<file path="config.mk">
export PLATFORM = sky130hd
export DESIGN_NAME = glyph_atlas_shelf_packer_top
export DESIGN_NICKNAME = d
export VERILOG_FILES = /design/src/sv/gasp_pkg.sv /design/src/sv/glyph_atlas_shelf_packer_top.sv /design/src/sv/gasp_cfg.sv /design/src/sv/gasp_place.sv
export SDC_FILE = /design/constraint.sdc
export NUM_CORES = 1
export LEC_CHECK = 0
export ABC_CLOCK_PERIOD_IN_PS = 30400
export BUFFER_PORTS_ARGS = -buffer_cell sky130_fd_sc_hd__buf_2
export CELL_PAD_IN_SITES_DETAIL_PLACEMENT = 0
export CELL_PAD_IN_SITES_GLOBAL_PLACEMENT = 1
export CORE_MARGIN = 2
export CORE_UTILIZATION = 54
export CTS_BUF_LIST = sky130_fd_sc_hd__clkbuf_4
export CTS_CLUSTER_SIZE = 16
export DETAILED_ROUTE_END_ITERATION = 7
export PLACE_DENSITY = 0.95
export REMOVE_ABC_BUFFERS = 1
export SLEW_MARGIN = 25
export SYNTH_ARGS = -nofsm -noshare
export SYNTH_HDL_FRONTEND = slang
export SYNTH_HIERARCHICAL = 1
export SYNTH_SLANG_ARGS = --single-unit
</file>
<file path="constraint.sdc">
create_clock -name clk_i -period 30.4 [get_ports clk_i]
set_input_delay 3.04 -clock clk_i [delete_from_list [all_inputs] [get_ports clk_i]]
set_output_delay 3.04 -clock clk_i [all_outputs]
set_load 0.03 [all_outputs]
</file>
<file path="src/sv/gasp_pkg.sv">
// Shared types, constants and helper functions for the glyph atlas shelf packer.
`timescale 1ns / 1ps
`default_nettype none

package gasp_pkg;

  // Fixed spacing between boxes and margins used by the row and start-point logic
  localparam int unsigned GapX        = 1;
  localparam int unsigned GapY        = 1;
  localparam int unsigned FitMargin   = 2;
  localparam int unsigned VBias       = 1;

  // Register reset values
  localparam logic [12:0] AtlasWReset = 13'd256;
  localparam logic [12:0] AtlasHReset = 13'd256;

  // Configuration register indexes
  typedef enum logic [3:0] {
    CfgAtlasW     = 4'd0,
    CfgAtlasH     = 4'd1,
    CfgShadowDx   = 4'd2,
    CfgShadowDy   = 4'd3,
    CfgGrowLeft   = 4'd4,
    CfgGrowRight  = 4'd5,
    CfgGrowTop    = 4'd6,
    CfgGrowBottom = 4'd7
  } cfg_idx_e;

  typedef struct packed {
    logic [12:0]       atlas_w;
    logic [12:0]       atlas_h;
    logic [4:0]        shadow_dx;
    logic [4:0]        shadow_dy;
    logic signed [7:0] grow_left;
    logic signed [7:0] grow_right;
    logic signed [7:0] grow_top;
    logic signed [7:0] grow_bottom;
  } cfg_t;

  typedef struct packed {
    logic       mode;
    logic [9:0] glyph_w;
    logic [9:0] glyph_h;
  } item_t;

  typedef struct packed {
    logic [12:0] cursor_x;
    logic [12:0] cursor_y;
    logic [10:0] row_tall;
    logic [7:0]  page_count;
  } state_t;

  typedef struct packed {
    logic [11:0] start_u;
    logic [11:0] start_v;
    logic [12:0] box_w;
    logic [12:0] box_h;
    logic [7:0]  page_no;
    logic        page_closed;
    logic [12:0] closed_height;
  } result_t;

  // Saturate a non-negative 14-bit sum to 13 bits
  function automatic logic [12:0] sat13(input logic [13:0] v);
    return v[13] ? 13'h1FFF : v[12:0];
  endfunction

  // Sign-extend an 8-bit margin to the 15-bit working width
  function automatic logic signed [14:0] sext8(input logic signed [7:0] g);
    return {{7{g[7]}}, g};
  endfunction

  // Clamp a signed value into [0, hi]
  function automatic logic [12:0] clamp0(input logic signed [14:0] v,
                                         input logic [12:0] hi);
    logic signed [14:0] hi_s;
    hi_s = $signed({2'b00, hi});
    if (v < 15'sd0) begin
      return 13'd0;
    end else if (v > hi_s) begin
      return hi;
    end else begin
      return v[12:0];
    end
  endfunction

endpackage

`default_nettype wire

</file>
<file path="src/sv/glyph_atlas_shelf_packer_top.sv">
// Top level of the glyph atlas shelf packer: item registers, cursor state and result register.
//
//  channel  direction  handshake                    payload
//  in       sink       in_valid_i / in_stall_o      mode_i, glyph_w_i, glyph_h_i
//  out      source     out_valid_o / out_stall_i    start_u_o .. closed_height_o
//  cfg      sink       cfg_valid_i / cfg_ready_o    cfg_index_i, cfg_data_i
//
//  One item per cycle sustained while the result is not stalled. An item waits in the input register,
//  where the placement logic and the cursor update run, then sits in the result register.
//  Reset clears the cursor state, the valid flags and loads the register defaults.
//  A stalled result holds the input register; the input stalls only when both are full.
`timescale 1ns / 1ps
`default_nettype none

module glyph_atlas_shelf_packer_top
  import gasp_pkg::*;
(
  input  wire logic        clk_i,
  input  wire logic        rst_ni,
  // item input
  input  wire logic        in_valid_i,
  output logic             in_stall_o,
  input  wire logic        mode_i,
  input  wire logic [9:0]  glyph_w_i,
  input  wire logic [9:0]  glyph_h_i,
  // result output
  output logic             out_valid_o,
  input  wire logic        out_stall_i,
  output logic [11:0]      start_u_o,
  output logic [11:0]      start_v_o,
  output logic [12:0]      box_w_o,
  output logic [12:0]      box_h_o,
  output logic [7:0]       page_no_o,
  output logic             page_closed_o,
  output logic [12:0]      closed_height_o,
  // configuration writes
  input  wire logic        cfg_valid_i,
  output logic             cfg_ready_o,
  input  wire logic [3:0]  cfg_index_i,
  input  wire logic [12:0] cfg_data_i
);

  cfg_t    cfg;
  item_t   in_q;
  logic    in_valid_q;
  state_t  st_q;
  state_t  st_d;
  result_t res_d;
  result_t out_q;
  logic    out_valid_q;
  logic    mv;

  assign cfg_ready_o = 1'b1;

  gasp_cfg u_cfg (
    .clk_i      (clk_i),
    .rst_ni     (rst_ni),
    .wr_en_i    (cfg_valid_i),
    .wr_index_i (cfg_index_i),
    .wr_data_i  (cfg_data_i),
    .cfg_o      (cfg)
  );

  gasp_place u_place (
    .item_i (in_q),
    .st_i   (st_q),
    .cfg_i  (cfg),
    .res_o  (res_d),
    .st_o   (st_d)
  );

  // Item moves on when the result register is empty or being drained
  assign mv         = in_valid_q && (!out_valid_q || !out_stall_i);
  assign in_stall_o = in_valid_q && !mv;

  // Input register
  always_ff @(posedge clk_i or negedge rst_ni) begin
    if (!rst_ni) begin
      in_valid_q <= 1'b0;
    end else if (!in_stall_o) begin
      in_valid_q <= in_valid_i;
    end
  end

  always_ff @(posedge clk_i) begin
    if (in_valid_i && !in_stall_o) begin
      in_q <= '{mode: mode_i, glyph_w: glyph_w_i, glyph_h: glyph_h_i};
    end
  end

  // Cursor state advances with each item that is placed
  always_ff @(posedge clk_i or negedge rst_ni) begin
    if (!rst_ni) begin
      st_q <= '0;
    end else if (mv) begin
      st_q <= st_d;
    end
  end

  // Result register
  always_ff @(posedge clk_i or negedge rst_ni) begin
    if (!rst_ni) begin
      out_valid_q <= 1'b0;
    end else if (mv) begin
      out_valid_q <= 1'b1;
    end else if (!out_stall_i) begin
      out_valid_q <= 1'b0;
    end
  end

  always_ff @(posedge clk_i) begin
    if (mv) begin
      out_q <= res_d;
    end
  end

  assign out_valid_o     = out_valid_q;
  assign start_u_o       = out_q.start_u;
  assign start_v_o       = out_q.start_v;
  assign box_w_o         = out_q.box_w;
  assign box_h_o         = out_q.box_h;
  assign page_no_o       = out_q.page_no;
  assign page_closed_o   = out_q.page_closed;
  assign closed_height_o = out_q.closed_height;

  // A finish item leaves the cursor state cleared
  a_finish_clears: assert property (@(posedge clk_i) disable iff (!rst_ni)
    (mv && in_q.mode) |=> (st_q == '0))
    else $error("state not cleared after finish item");

  // An item held in the input register is neither lost nor altered
  a_in_hold: assert property (@(posedge clk_i) disable iff (!rst_ni)
    (in_valid_q && !mv) |=> (in_valid_q && $stable(in_q)))
    else $error("held item lost or changed");

  // The input only stalls when the result register is full and stalled
  a_stall_cause: assert property (@(posedge clk_i) disable iff (!rst_ni)
    in_stall_o |-> (out_valid_q && out_stall_i))
    else $error("input stalled without a blocked result");

  // A result that closed no page reports no closed height
  a_closed_height: assert property (@(posedge clk_i) disable iff (!rst_ni)
    (out_valid_q && !out_q.page_closed) |-> (out_q.closed_height == 13'd0))
    else $error("closed height without page close");

  // Cursor state, page count included, only moves on a placed item
  a_page_step: assert property (@(posedge clk_i) disable iff (!rst_ni)
    !mv |=> $stable(st_q))
    else $error("cursor state changed without an item");

endmodule

`default_nettype wire

</file>
<file path="src/sv/gasp_cfg.sv">
// Configuration register bank for the shelf packer.
`timescale 1ns / 1ps
`default_nettype none

module gasp_cfg
  import gasp_pkg::*;
(
  input  wire logic        clk_i,
  input  wire logic        rst_ni,
  input  wire logic        wr_en_i,
  input  wire logic [3:0]  wr_index_i,
  input  wire logic [12:0] wr_data_i,
  output cfg_t             cfg_o
);

  cfg_t cfg_q;

  // Register writes; unknown indexes are dropped
  always_ff @(posedge clk_i or negedge rst_ni) begin
    if (!rst_ni) begin
      cfg_q <= '{atlas_w:     AtlasWReset,
                 atlas_h:     AtlasHReset,
                 shadow_dx:   5'd0,
                 shadow_dy:   5'd0,
                 grow_left:   8'sd0,
                 grow_right:  8'sd0,
                 grow_top:    8'sd0,
                 grow_bottom: 8'sd0};
    end else if (wr_en_i) begin
      case (cfg_idx_e'(wr_index_i))
        CfgAtlasW:     cfg_q.atlas_w     <= wr_data_i;
        CfgAtlasH:     cfg_q.atlas_h     <= wr_data_i;
        CfgShadowDx:   cfg_q.shadow_dx   <= wr_data_i[4:0];
        CfgShadowDy:   cfg_q.shadow_dy   <= wr_data_i[4:0];
        CfgGrowLeft:   cfg_q.grow_left   <= $signed(wr_data_i[7:0]);
        CfgGrowRight:  cfg_q.grow_right  <= $signed(wr_data_i[7:0]);
        CfgGrowTop:    cfg_q.grow_top    <= $signed(wr_data_i[7:0]);
        CfgGrowBottom: cfg_q.grow_bottom <= $signed(wr_data_i[7:0]);
        default: ;
      endcase
    end
  end

  assign cfg_o = cfg_q;

endmodule

`default_nettype wire

</file>
<file path="src/sv/gasp_place.sv">
// Placement logic: row wrap, page break, clamps and next cursor state for one item.
`timescale 1ns / 1ps
`default_nettype none

module gasp_place
  import gasp_pkg::*;
(
  input  item_t   item_i,
  input  state_t  st_i,
  input  cfg_t    cfg_i,
  output result_t res_o,
  output state_t  st_o
);

  logic [10:0]        w;
  logic [10:0]        h;
  logic [13:0]        fit_sum;
  logic               wrap;
  logic [12:0]        x_a;
  logic [12:0]        y_a;
  logic [10:0]        row_a;
  logic [10:0]        row_b;
  logic               brk;
  logic [12:0]        closed_h;
  logic [12:0]        x_f;
  logic [12:0]        y_f;
  logic [10:0]        row_f;
  logic [12:0]        hi_u;
  logic [12:0]        hi_v;
  logic [12:0]        su_c;
  logic [12:0]        sv_c;
  logic [11:0]        su;
  logic [11:0]        sv;
  logic signed [14:0] du;
  logic signed [14:0] dv;
  logic signed [14:0] dw;
  logic signed [14:0] dh;
  logic [12:0]        bw;
  logic [12:0]        bh;

  // Glyph size with shadow offsets
  assign w = {1'b0, item_i.glyph_w} + {6'd0, cfg_i.shadow_dx};
  assign h = {1'b0, item_i.glyph_h} + {6'd0, cfg_i.shadow_dy};

  // Row wrap when the glyph plus right margin overruns the page width
  assign fit_sum = {3'd0, w} + {1'b0, st_i.cursor_x} + 14'(FitMargin);
  assign wrap    = fit_sum > {1'b0, cfg_i.atlas_w};
  assign x_a     = wrap ? 13'd0 : st_i.cursor_x;
  assign y_a     = wrap ? sat13({1'b0, st_i.cursor_y} + {3'd0, st_i.row_tall} + 14'(GapY))
                        : st_i.cursor_y;
  assign row_a   = wrap ? 11'd0 : st_i.row_tall;
  assign row_b   = (h > row_a) ? h : row_a;

  // Page break when the row overruns the page height
  assign brk      = ({1'b0, y_a} + {3'd0, row_b}) > {1'b0, cfg_i.atlas_h};
  assign closed_h = sat13({1'b0, y_a} + {3'd0, row_a});
  assign x_f      = brk ? 13'd0 : x_a;
  assign y_f      = brk ? 13'd0 : y_a;
  assign row_f    = brk ? h : row_b;

  // Upper bounds for the start point: page size minus one, held to 12 bits
  assign hi_u = (cfg_i.atlas_w == 13'd0) ? 13'd0 :
                (cfg_i.atlas_w > 13'd4096) ? 13'd4095 : cfg_i.atlas_w - 13'd1;
  assign hi_v = (cfg_i.atlas_h == 13'd0) ? 13'd0 :
                (cfg_i.atlas_h > 13'd4096) ? 13'd4095 : cfg_i.atlas_h - 13'd1;

  // Start point
  assign du   = $signed({2'b00, x_f}) - sext8(cfg_i.grow_left);
  assign dv   = $signed({2'b00, y_f}) + 15'(VBias) - sext8(cfg_i.grow_top);
  assign su_c = clamp0(du, hi_u);
  assign sv_c = clamp0(dv, hi_v);
  assign su   = su_c[11:0];
  assign sv   = sv_c[11:0];

  // Box size, bounded by what is left of the page past the start point
  assign dw = $signed({4'd0, w}) + sext8(cfg_i.grow_left) + sext8(cfg_i.grow_right);
  assign dh = $signed({4'd0, h}) + sext8(cfg_i.grow_top) + sext8(cfg_i.grow_bottom);
  assign bw = clamp0(dw, cfg_i.atlas_w - {1'b0, su});
  assign bh = clamp0(dh, cfg_i.atlas_h - {1'b0, sv});

  // Result and next state; a finish item closes the page and clears state
  always_comb begin
    res_o = '0;
    st_o  = '0;
    if (item_i.mode) begin
      res_o.page_no       = st_i.page_count;
      res_o.page_closed   = 1'b1;
      res_o.closed_height = sat13({1'b0, st_i.cursor_y} + {3'd0, st_i.row_tall});
    end else begin
      st_o.page_count     = brk ? st_i.page_count + 8'd1 : st_i.page_count;
      res_o.start_u       = su;
      res_o.start_v       = sv;
      res_o.box_w         = bw;
      res_o.box_h         = bh;
      res_o.page_no       = st_o.page_count;
      res_o.page_closed   = brk;
      res_o.closed_height = brk ? closed_h : 13'd0;
      st_o.cursor_x       = sat13({1'b0, x_f} + {3'd0, w} + 14'(GapX));
      st_o.cursor_y       = y_f;
      st_o.row_tall       = row_f;
    end
  end

endmodule

`default_nettype wire
</file>
==> results of run 1 <==
worst min path at each step:
stage                          startpoint              end  slack (ps)  depth (start not counted)
after floorplan                in_valid_q      out_valid_o         450                          1
after detailed placement       in_valid_q      out_valid_o         490                          1
final                          in_valid_q      out_valid_o         500                          1
after CTS                      in_valid_q      out_valid_o         500                          1
after global placement         in_valid_q      out_valid_o         470                          1
after global routing      u_cfg/cfg_o[26]  u_cfg/cfg_o[26]         520                          1
through the flow:
step | worst slack (ps) | instance area [um2] | utilization, % | cells | hold slack, ps
2_1_floorplan | 11630 | 20000 | - | 2087 | 446.6
3_3_place_gp | 11790 | 21380 | 57.17 | 2731 | 472.5
3_5_place_dp | 11370 | 21390 | 57.19 | 2732 | 485.9
4_1_cts | 11250 | 22180 | 59.31 | 2842 | 503.0
5_1_grt | 9622 | 22200 | 59.36 | 2843 | 522.1
6_report | 11120 | 22200 | 59.36 | 2843 | 504.5
state kept, by name, summed over array words and instances, names as in the netlist:
register and count:
box_h_o 13, closed_height_o 13, u_cfg/cfg_o 68, in_valid_q 1
st_q 45, out_valid_o 1, page_no_o 8, box_w_o 13
start_v_o 12, page_closed_o 1, start_u_o 12, in_q 21
final cells by class:
class                           count  area, um2
Sequential cell                   208       5673
Antenna cell                        1      2.502
Tap cell                          511      639.4
Clock inverter                     21      126.4
Clock buffer                       89      668.1
Inverter                          215      807.0
Multi-Input combinational cell   1664      13560
Fill cell                        3291      15200
Timing Repair Buffer              134      718.2
worst register-to-register path, delay by kind of cell, from the launching register on:
family / cells / cell delay [ps]
xor gates and xnor gates: 4 / 800
muxes: 4 / 1310
AOI/OAI and AO/OA: 38 / 7650
buffers and inverters: 5 / 940
adders and majority gates: 15 / 4700
and+or+nand+nor: 21 / 3230
DFF: 1 / 370
synth_stat cells (all sizes together), types with 37 or more instances:
| cell type | number |
|---|---|
| and3 | 43 |
| nand2 | 108 |
| xor2 | 37 |
| nand3 | 44 |
| o21ai | 122 |
| ha | 260 |
| mux2 | 119 |
| a21oi | 135 |
| edfxtp | 93 |
| a21o | 43 |
| inv | 215 |
| nor2 | 128 |
| nor3 | 52 |
| xnor2 | 109 |
| clkbuf | 41 |
| fa | 37 |
| dfrtp | 113 |
layer usage:
layer | vias up | GRT usage, %
li1 | 8076 | -
met1 | 8223 | 39.69
met2 | 618 | 45.15
met3 | 106 | 5.553
met4 | 0 | 9.412
met5 | - | 0
cells in the final DEF (no fill, tap or decap), drive strengths merged, types with 44 or more instances in the layout:
cell / count
dfrtp: 113
o21ai: 122
edfxtp: 93
buf: 134
mux2: 119
nand2: 108
inv: 216
a21oi: 135
nor3: 52
ha: 260
nand3: 44
clkbuf: 89
xnor2: 109
nor2: 128
logic make-up (layout without fill, tap and decap cells):
logic type,Yosys count,in the layout
muxes,149,149
adders and majority gates,298,298
and+or+nand+nor,543,543
xor gates and xnor gates,146,146
buffers and inverters,282,459
other,2,3
AOI/OAI and AO/OA,526,526
DFF,208,208
==> flow_results.xml, run 1 <==
<?xml version="1.0" encoding="UTF-8"?>
<metrics>
  <group name="drt">
    <metric name="route.layer.met1.wl" unit="mm">25.03</metric>
    <metric name="vias_per_cell" unit="">5.988</metric>
    <metric name="met3_wirelength" unit="mm">4.303</metric>
    <metric name="antenna_violating_nets_post_route" unit="">0</metric>
    <metric name="detail_route.wirelength" unit="mm">55.93</metric>
    <metric name="detail_route.wl_per_cell" unit="um">19.67</metric>
    <metric name="drt-initial-drc-count" unit="">1481</metric>
    <metric name="wl_met2" unit="mm">24.89</metric>
    <metric name="route.vias.total" unit="">17020</metric>
    <metric name="route.top_layer_used" unit="">met4</metric>
    <metric name="post-route-drc-count" unit="">0</metric>
    <metric name="dr.pass1.iters" unit="">7</metric>
  </group>
  <group name="placed_design">
    <metric name="port_buffers" unit="">116</metric>
    <metric name="gp_routability_congestion" unit="">0.9896</metric>
    <metric name="detailed_place_hpwl" unit="mm">44.05</metric>
  </group>
  <group name="synthesis">
    <metric name="syn-instance-count" unit="">2154</metric>
    <metric name="synth_seq_area_share" unit="%">27.81</metric>
    <metric name="ys_top_cells_by_area" unit="">sky130_fd_sc_hd__ha_1 (16%), sky130_fd_sc_hd__dfrtp_1 (14%), sky130_fd_sc_hd__edfxtp_1 (14%)</metric>
    <metric name="post_synth_xor_area_fraction" unit="%">6.343</metric>
    <metric name="syn_area" unit="mm2">0.02040</metric>
    <metric name="post_synthesis_share_of_cell_area_spent_on_and_or_nand_and_nor_gates" unit="%">13.82</metric>
    <metric name="compound_cell_area_share_of_the_yosys_netlist" unit="%">17.34</metric>
    <metric name="async_reset_ff_share" unit="%">55.29</metric>
    <metric name="synth_edf_count" unit="">93</metric>
    <metric name="synthesis.area_per_instance" unit="um2">9.469</metric>
    <metric name="primary_ff_master_synth" unit="">sky130_fd_sc_hd__dfrtp_1</metric>
    <metric name="synth_top_cell_by_area" unit="">sky130_fd_sc_hd__ha_1</metric>
    <metric name="synthesis.yosys.warnings" unit="">6</metric>
    <metric name="postSynthRegisterBits" unit="">208</metric>
    <metric name="muxShareOfSynthArea" unit="%">9.128</metric>
    <metric name="synth-adder-area-share" unit="%">19.63</metric>
    <metric name="synthDistinctLibCells" unit="">98</metric>
    <metric name="largest_family_of_logic_cells_by_synthesized_area" unit="">adder cells</metric>
    <metric name="yosysTopAreaCellShare" unit="%">15.95</metric>
  </group>
  <group name="sta">
    <metric name="final_max_slew_viol_count" unit="">0</metric>
    <metric name="fin_crit" unit="ps">19280</metric>
    <metric name="layout_worst_path_cycle_share" unit="%">63.41</metric>
    <metric name="setup_tns" unit="ps">0</metric>
    <metric name="timing.fmax" unit="GHz">0.05188</metric>
    <metric name="max_clock_skew" unit="ps">45.14</metric>
    <metric name="unrepaired_setup_endpoints_after_global_routing" unit="">false</metric>
    <metric name="slew_headroom" unit="%">30.82</metric>
    <metric name="hold_viol_final" unit="">0</metric>
    <metric name="timing_worst_slew_pin_value" unit="ps">1038</metric>
    <metric name="setup_viol" unit="">0</metric>
  </group>
  <group name="setup_path">
    <metric name="setup.worst_path.start" unit="">in_q[10]</metric>
    <metric name="cp-start-kind" unit="">register</metric>
    <metric name="end_kind" unit="">register</metric>
    <metric name="path_class" unit="">register to register</metric>
    <metric name="worst-path-buf-inv" unit="">5</metric>
    <metric name="worst_ep_arrival_time" unit="ps">19800</metric>
    <metric name="kind_of_cell_adding_the_most_delay_to_the_critical_path" unit="">compound AO/OA/AOI/OAI gates</metric>
    <metric name="worst_path_largest_cell_delay" unit="ps">540</metric>
    <metric name="worstReg2RegStart" unit="">in_q[10]</metric>
    <metric name="crit_required" unit="ps">30930</metric>
    <metric name="r2r_end" unit="">box_h_o[1]</metric>
    <metric name="rrSetupSlack" unit="ps">11120</metric>
    <metric name="critical_path_cell_count" unit="">87</metric>
    <metric name="timing.critical_path.slowest_stage_cell" unit="">sky130_fd_sc_hd__nor2_2</metric>
    <metric name="timing.critical_path.to" unit="">box_h_o[1]</metric>
    <metric name="crit_path_frequent_cell" unit="">sky130_fd_sc_hd__ha_1</metric>
    <metric name="critical_path.max_fanout" unit="">34</metric>
    <metric name="r2r_worst_path_depth" unit="">87</metric>
  </group>
  <group name="floorplanning">
    <metric name="core_area" unit="mm2">0.03740</metric>
    <metric name="dieWidth" unit="um">198.4</metric>
    <metric name="initial_core_util" unit="%">54.54</metric>
    <metric name="die_y" unit="um">198.4</metric>
    <metric name="io_pins" unit="">118</metric>
    <metric name="die_footprint" unit="mm2">0.03934</metric>
    <metric name="num_rows" unit="">71</metric>
  </group>
  <group name="clock_tree">
    <metric name="cts.root.buffer_cell" unit="">sky130_fd_sc_hd__clkbuf_4</metric>
    <metric name="cts_num_sinks" unit="">208</metric>
    <metric name="postCtsSetupBuffers" unit="">0</metric>
    <metric name="cts_max_path_buffers" unit="">3</metric>
    <metric name="cts-resized-gates" unit="">0</metric>
    <metric name="cts_inserted_buffers" unit="">58</metric>
    <metric name="cts_htree_levels" unit="">2</metric>
    <metric name="insertion_delay" unit="ps">830</metric>
    <metric name="cts_hold_buffers" unit="">0</metric>
    <metric name="cts_tree" unit="">built</metric>
    <metric name="clk_pin_slew" unit="ps">60</metric>
  </group>
  <group name="job">
    <metric name="max_cap_viol_count" unit="">0</metric>
  </group>
  <group name="min_path">
    <metric name="hold_class" unit="">register to register</metric>
  </group>
  <group name="run_status">
    <metric name="outcome" unit="">complete, no violations</metric>
  </group>
  <group name="global_routing">
    <metric name="first_global_vias" unit="">16520</metric>
    <metric name="grt_antenna_before_repair" unit="">1</metric>
    <metric name="gr-total-overflow" unit="">0</metric>
    <metric name="grt_max_degree" unit="">64</metric>
    <metric name="gr-usage-all-layers" unit="%">28.71</metric>
    <metric name="grt_pass1_wl" unit="mm">87.82</metric>
  </group>
  <group name="layout">
    <metric name="finish.net_count" unit="">2621</metric>
    <metric name="area_growth" unit="%">8.833</metric>
    <metric name="drive_gt1_share" unit="%">18.02</metric>
  </group>
</metrics>
Power of run 1 is left out: the tool's default activity adds up to more than one toggle a clock period on the data nets, which glitch-free logic cannot reach.
==> inputs of run 2 (changes only) <==
Settings changed: ABC_CLOCK_PERIOD_IN_PS 30400 to 17400, CORE_UTILIZATION 54 to 46, PLACE_DENSITY 0.95 to 0.86.
Clock period 30.4 ns to 17.4 ns, I/O delays scaled along.
==> run 2 against run 1 <==
  * Fmax is 16% higher
  * Largest cell class unchanged
  * Via count is 0.15% lower
  * Wire length is 6.6% higher
  * Hold slack better by 3.0 ps
  * Highest routed layer unchanged
  * First-iteration DRC count is 21% lower
==> flow_results.xml, run 2 (synthesis results as in run 1) <==
<?xml version="1.0" encoding="UTF-8"?>
<metrics>
  <group name="drt">
    <metric name="antenna_violating_nets_post_route" unit="">0</metric>
    <metric name="dr.pass1.iters" unit="">5</metric>
    <metric name="detail_route.wirelength" unit="mm">59.61</metric>
    <metric name="drt-initial-drc-count" unit="">1165</metric>
    <metric name="route.vias.total" unit="">17000</metric>
    <metric name="detail_route.wl_per_cell" unit="um">20.12</metric>
    <metric name="post-route-drc-count" unit="">0</metric>
    <metric name="vias_per_cell" unit="">5.736</metric>
  </group>
  <group name="sta">
    <metric name="setup_tns" unit="ps">0</metric>
    <metric name="slew_headroom" unit="%">34.62</metric>
    <metric name="layout_worst_path_cycle_share" unit="%">95.31</metric>
    <metric name="setup_viol" unit="">0</metric>
    <metric name="timing_worst_slew_pin_value" unit="ps">978.2</metric>
    <metric name="hold_slack" unit="ps">507.5</metric>
    <metric name="hold_viol_final" unit="">0</metric>
    <metric name="timing.fmax" unit="GHz">0.06030</metric>
    <metric name="final_max_slew_viol_count" unit="">0</metric>
    <metric name="fin_crit" unit="ps">16580</metric>
    <metric name="max_clock_skew" unit="ps">70.24</metric>
  </group>
  <group name="setup_path">
    <metric name="critical_path.max_fanout" unit="">6</metric>
    <metric name="end_kind" unit="">register</metric>
    <metric name="rrSetupSlack" unit="ps">820</metric>
    <metric name="crit_required" unit="ps">18010</metric>
    <metric name="worstReg2RegStart" unit="">in_q[10]</metric>
    <metric name="worst_path_largest_cell_delay" unit="ps">410</metric>
    <metric name="path_class" unit="">register to register</metric>
    <metric name="r2r_worst_path_depth" unit="">84</metric>
    <metric name="setup.worst_path.start" unit="">in_q[10]</metric>
    <metric name="crit_path_frequent_cell" unit="">sky130_fd_sc_hd__ha_1</metric>
    <metric name="worst_ep_arrival_time" unit="ps">17200</metric>
    <metric name="timing.critical_path.slowest_stage_cell" unit="">sky130_fd_sc_hd__fa_2</metric>
    <metric name="timing.critical_path.to" unit="">box_h_o[6]</metric>
    <metric name="r2r_end" unit="">box_h_o[6]</metric>
    <metric name="cp-start-kind" unit="">register</metric>
  </group>
  <group name="floorplanning">
    <metric name="io_pins" unit="">118</metric>
    <metric name="die_y" unit="um">214.6</metric>
    <metric name="num_rows" unit="">77</metric>
    <metric name="core_area" unit="mm2">0.04403</metric>
    <metric name="dieWidth" unit="um">214.6</metric>
    <metric name="initial_core_util" unit="%">46.33</metric>
    <metric name="die_footprint" unit="mm2">0.04604</metric>
  </group>
  <group name="global_routing">
    <metric name="grt_pass1_wl" unit="mm">92.58</metric>
    <metric name="grt_max_degree" unit="">65</metric>
    <metric name="gr-usage-all-layers" unit="%">25.39</metric>
    <metric name="grt_antenna_before_repair" unit="">3</metric>
    <metric name="gr-total-overflow" unit="">0</metric>
    <metric name="first_global_vias" unit="">16650</metric>
  </group>
  <group name="layout">
    <metric name="finish.net_count" unit="">2658</metric>
    <metric name="area_growth" unit="%">12.82</metric>
    <metric name="layout_commonest_cell" unit="">sky130_fd_sc_hd__ha_1</metric>
    <metric name="drive_gt1_share" unit="%">21.85</metric>
    <metric name="largest_reg_flops" unit="">68</metric>
    <metric name="most_frequent_cells_in_the_layout" unit="">sky130_fd_sc_hd__ha_1 (255), sky130_fd_sc_hd__inv_1 (215), sky130_fd_sc_hd__nor2_1 (124), sky130_fd_sc_hd__a21oi_1 (117), sky130_fd_sc_hd__buf_2 (115)</metric>
  </group>
  <group name="run_status">
    <metric name="outcome" unit="">complete, no violations</metric>
  </group>
  <group name="clock_tree">
    <metric name="cts_htree_levels" unit="">2</metric>
    <metric name="cts_tree" unit="">built</metric>
    <metric name="cts.root.buffer_cell" unit="">sky130_fd_sc_hd__clkbuf_4</metric>
    <metric name="cts_inserted_buffers" unit="">56</metric>
    <metric name="cts_max_path_buffers" unit="">3</metric>
    <metric name="cts_num_sinks" unit="">208</metric>
    <metric name="clk_pin_slew" unit="ps">60</metric>
    <metric name="insertion_delay" unit="ps">830</metric>
  </group>
  <group name="placed_design">
    <metric name="gp_routability_congestion" unit="">0.9279</metric>
    <metric name="detailed_place_hpwl" unit="mm">46.78</metric>
    <metric name="port_buffers" unit="">116</metric>
  </group>
  <group name="min_path">
    <metric name="hold_class" unit="">register to register</metric>
  </group>
  <group name="job">
    <metric name="max_cap_viol_count" unit="">0</metric>
  </group>
</metrics>
==> run 2: cell count changes in the layout (fill, tap and decap cells not counted), moves of 6 or more <==
cell	before	now
sky130_fd_sc_hd__a211oi_1	34	27
sky130_fd_sc_hd__xor2_1	36	29
sky130_fd_sc_hd__a21oi_1	133	117
sky130_fd_sc_hd__buf_4	19	49
sky130_fd_sc_hd__clkinv_1	11	18
sky130_fd_sc_hd__clkbuf_4	89	79
sky130_fd_sc_hd__a21oi_2	2	17
sky130_fd_sc_hd__o21ai_0	110	97
sky130_fd_sc_hd__xor2_2	1	7
sky130_fd_sc_hd__o21ai_1	1	11
sky130_fd_sc_hd__a211oi_2	1	7
sky130_fd_sc_hd__xnor2_2	1	8
sky130_fd_sc_hd__xnor2_1	108	101
==> run 2: through the flow <==
step / cells / instance area [um2] / utilization (%) / setup slack, ps
after floorplan: 2087 / 20000 / - / -1369
after global placement: 2829 / 21610 / 49.08 / 125.4
after detailed placement: 2830 / 21620 / 49.11 / -257.6
after CTS: 2937 / 22400 / 50.87 / 7.878
after global routing: 2962 / 23010 / 52.26 / -53.18
final: 2963 / 23010 / 52.27 / 816.7
==> run 2: repair_timing <==
action | CTS | global route
setup buffers | 1 | 18
cloned | 0 | 3
pin swaps | 1 | 37
hold buffers | 0 | 0
gates resized for setup | 5 | 97
setup endpoints to repair | 25 | 26
==> run 2: worst max-delay path, delay by kind of cell, from the launching register on <==
| kind | cells | cell delay [ps] |
|---|---|---|
| xor+xnor | 3 | 390 |
| fa+ha+maj | 15 | 4440 |
| compound gates | 38 | 7010 |
| flops | 1 | 380 |
| simple gates | 20 | 2580 |
| mux | 3 | 980 |
| buf+inv | 5 | 580 |
==> run 2: per-layer routing <==
metal	routed length [um]	global-route usage (%)	vias up
met5	0	0	-
met4	1297	6.690	0
met3	3711	4.340	85
met2	26750	40.65	527
met1	27850	35.54	8231
li1	-	-	8154
==> run 2: how the worst min path moves through the flow <==
| stage | start | to | slack [ps] | cells past startpoint |
|---|---|---|---|---|
| 6_report | in_valid_q | out_valid_o | 510 | 1 |
| 5_1_grt | u_cfg/cfg_o[21] | u_cfg/cfg_o[21] | 530 | 1 |
| 4_1_cts | in_valid_q | out_valid_o | 500 | 1 |
| 3_5_place_dp | in_valid_q | out_valid_o | 490 | 1 |
| 3_3_place_gp | in_valid_q | out_valid_o | 470 | 1 |
| 2_1_floorplan | in_valid_q | out_valid_o | 450 | 1 |
==> run 2: area by class of cell <==
class,instances,area (um2)
fillers,4113,21020
multi-input cells,1667,14020
flip-flops and latches,208,5673
repair buffers,170,1023
inverters,215,807.0
well taps,592,740.7
clock buffers,79,593.1
clock inverters,27,146.4
diodes,5,12.51
Power of run 2 is left out for the same reason.
==> inputs of run 3 (changes only) <==
Settings changed: ABC_CLOCK_PERIOD_IN_PS 17400 to 20500, CORE_ASPECT_RATIO set to 1.75, CORE_UTILIZATION 46 to 54, PLACE_DENSITY 0.86 to unset, PLACE_DENSITY_LB_ADDON set to 0.05.
Clock period 17.4 ns to 20.5 ns, I/O delays scaled along.
==> run 3 against run 2 <==
  * Wire length increased by 7.2%
  * Worst setup slack better by 830 ps
  * Sequential share of layout area rose by 0.98 points
  * Critical path type unchanged
  * Non-clock buffer count shrank 35
  * Final cell count is 5.5% lower
  * Sequential cell count did not move
  * Final area decreased by 3.8%
  * First-iteration DRC count fell by 36%
  * Die area down 14%
  * Clock-buffer cell count is 10 lower
  * Hold slack worse by 12 ps
  * Register-to-register slack better by 830 ps
==> flow_results.xml, run 3 (synthesis results as in run 1) <==
<?xml version="1.0" encoding="UTF-8"?>
<metrics>
  <group name="layout">
    <metric name="largest_reg_flops" unit="">68</metric>
    <metric name="layout_commonest_cell" unit="">sky130_fd_sc_hd__ha_1</metric>
    <metric name="area_growth" unit="%">8.490</metric>
    <metric name="drive_gt1_share" unit="%">17.50</metric>
    <metric name="finish.net_count" unit="">2616</metric>
    <metric name="most_frequent_cells_in_the_layout" unit="">sky130_fd_sc_hd__ha_1 (260), sky130_fd_sc_hd__inv_1 (215), sky130_fd_sc_hd__a21oi_1 (133), sky130_fd_sc_hd__nor2_1 (126), sky130_fd_sc_hd__buf_2 (115)</metric>
    <metric name="multi_input_comb_area" unit="mm2">0.01358</metric>
    <metric name="seqCellArea" unit="mm2">0.005673</metric>
    <metric name="fillers" unit="">3399</metric>
  </group>
  <group name="clock_tree">
    <metric name="cts-resized-gates" unit="">0</metric>
    <metric name="cts_htree_levels" unit="">2</metric>
    <metric name="clk_pin_slew" unit="ps">80</metric>
    <metric name="cts_num_sinks" unit="">208</metric>
    <metric name="cts_max_path_buffers" unit="">3</metric>
    <metric name="postCtsSetupBuffers" unit="">0</metric>
    <metric name="cts.root.buffer_cell" unit="">sky130_fd_sc_hd__clkbuf_4</metric>
    <metric name="cts_hold_buffers" unit="">0</metric>
    <metric name="insertion_delay" unit="ps">750</metric>
    <metric name="cts_tree" unit="">built</metric>
    <metric name="cts_inserted_buffers" unit="">52</metric>
  </group>
  <group name="global_routing">
    <metric name="grt_pass1_wl" unit="mm">97.64</metric>
    <metric name="grt_max_degree" unit="">68</metric>
    <metric name="grt_antenna_before_repair" unit="">1</metric>
    <metric name="gr-total-overflow" unit="">0</metric>
    <metric name="gr-usage-all-layers" unit="%">32.85</metric>
    <metric name="first_global_vias" unit="">17690</metric>
  </group>
  <group name="sta">
    <metric name="final_critical_path_setup_slack" unit="ps">1652</metric>
    <metric name="hold_viol_final" unit="">0</metric>
    <metric name="fin_crit" unit="ps">18850</metric>
    <metric name="final_max_slew_viol_count" unit="">0</metric>
    <metric name="unrepaired_setup_endpoints_after_global_routing" unit="">false</metric>
    <metric name="setup_tns" unit="ps">0</metric>
    <metric name="timing_worst_slew_pin_value" unit="ps">1085</metric>
    <metric name="timing.fmax" unit="GHz">0.05306</metric>
    <metric name="slew_headroom" unit="%">26.54</metric>
    <metric name="max_clock_skew" unit="ps">35.70</metric>
    <metric name="layout_worst_path_cycle_share" unit="%">91.94</metric>
    <metric name="setup_viol" unit="">0</metric>
  </group>
  <group name="setup_path">
    <metric name="crit_required" unit="ps">21040</metric>
    <metric name="timing.critical_path.slowest_stage_cell" unit="">sky130_fd_sc_hd__a2111oi_4</metric>
    <metric name="path_class" unit="">register to register</metric>
    <metric name="end_kind" unit="">register</metric>
    <metric name="critical_path.max_fanout" unit="">24</metric>
    <metric name="worst_ep_arrival_time" unit="ps">19390</metric>
    <metric name="cp-start-kind" unit="">register</metric>
    <metric name="crit_path_frequent_cell" unit="">sky130_fd_sc_hd__ha_1</metric>
    <metric name="worst_path_largest_cell_delay" unit="ps">570</metric>
  </group>
  <group name="min_path">
    <metric name="hold_class" unit="">register to register</metric>
  </group>
  <group name="drt">
    <metric name="antenna_violating_nets_post_route" unit="">0</metric>
    <metric name="detail_route.wl_per_cell" unit="um">22.81</metric>
    <metric name="route.vias.total" unit="">16900</metric>
    <metric name="drt-initial-drc-count" unit="">744</metric>
    <metric name="post-route-drc-count" unit="">0</metric>
    <metric name="detail_route.wirelength" unit="mm">63.88</metric>
    <metric name="dr.pass1.iters" unit="">5</metric>
    <metric name="vias_per_cell" unit="">6.035</metric>
  </group>
  <group name="placed_design">
    <metric name="gp_routability_congestion" unit="">0.9510</metric>
    <metric name="post-place-ws" unit="ps">1112</metric>
    <metric name="port_buffers" unit="">116</metric>
    <metric name="detailed_place_hpwl" unit="mm">51.80</metric>
  </group>
  <group name="floorplanning">
    <metric name="die_y" unit="um">261.1</metric>
    <metric name="initial_core_util" unit="%">54.54</metric>
    <metric name="num_rows" unit="">94</metric>
    <metric name="core_area" unit="mm2">0.03740</metric>
    <metric name="io_pins" unit="">118</metric>
    <metric name="dieWidth" unit="um">150.9</metric>
    <metric name="die_footprint" unit="mm2">0.03940</metric>
  </group>
  <group name="run_status">
    <metric name="outcome" unit="">complete, no violations</metric>
  </group>
  <group name="job">
    <metric name="max_cap_viol_count" unit="">0</metric>
  </group>
</metrics>
run 3: changes by cell type in the layout (fill, tap and decap cells not counted), sizes merged:
cell	delta
buf	-35
clkbuf	-10
diode	-4
a211o	-3
bufinv	+3
clkinv	-1
clkinvlp	-1
inv	+1
run 3: worst paths after layout:
path | from | end | slack, ps | depth (start not counted)
worst min-delay path | in_valid_q | out_valid_o | 500 | 1
worst min register to register | in_valid_q | out_valid_o | 500 | 1
worst max-delay path | in_q[10] | box_w_o[12] | 1650 | 83
min in group asynchronous | rst_ni | u_cfg/cfg_o[38] | 1380 | 1
worst max register to register | in_q[10] | box_w_o[12] | 1650 | 83
max in group asynchronous | rst_ni | st_q[40] | 17700 | 2
run 3: area by class of cell:
| cell class | instances | area share [%] |
|---|---|---|
| antenna | 1 | 0.01131 |
| clock buffer | 69 | 2.341 |
| clock inverter | 29 | 1.018 |
| inverter | 215 | 3.647 |
| multi-input combinational | 1664 | 61.35 |
| sequential | 208 | 25.64 |
| tap | 480 | 2.714 |
| timing repair buffer | 135 | 3.279 |
run 3: per-stage QoR:
| step | hold slack (ps) | instance area, um2 | cells | util, % |
|---|---|---|---|---|
| detailed placement | 478.3 | 21360 | 2702 | 57.10 |
| finish | 495.1 | 22130 | 2801 | 59.17 |
| floorplan | 446.6 | 20000 | 2087 | - |
| global placement | 467.6 | 21350 | 2701 | 57.08 |
| CTS | 497.6 | 22100 | 2800 | 59.09 |
| global route | 517.0 | 22130 | 2801 | 59.17 |
run 3: layer usage:
layer | global-route usage, % | wire length [um] | vias to the layer above
li1 | - | - | 8058
met1 | 30.72 | 21260 | 8140
met2 | 63.88 | 34810 | 469
met3 | 3.502 | 2032 | 236
met4 | 24.56 | 5777 | 0
met5 | 0 | 0 | -
run 3: worst max-delay path: cells and delay by family, from the launching register on:
kind | cells | cell delay [ps]
adder cells (fa/ha/maj) | 15 | 4740
buffers and inverters | 2 | 370
flip-flops | 1 | 370
XOR/XNOR | 4 | 820
AO/OA/AOI/OAI | 40 | 8480
AND/OR/NAND/NOR | 21 | 3390
multiplexers | 1 | 430
Power of run 3 is left out for the same reason.
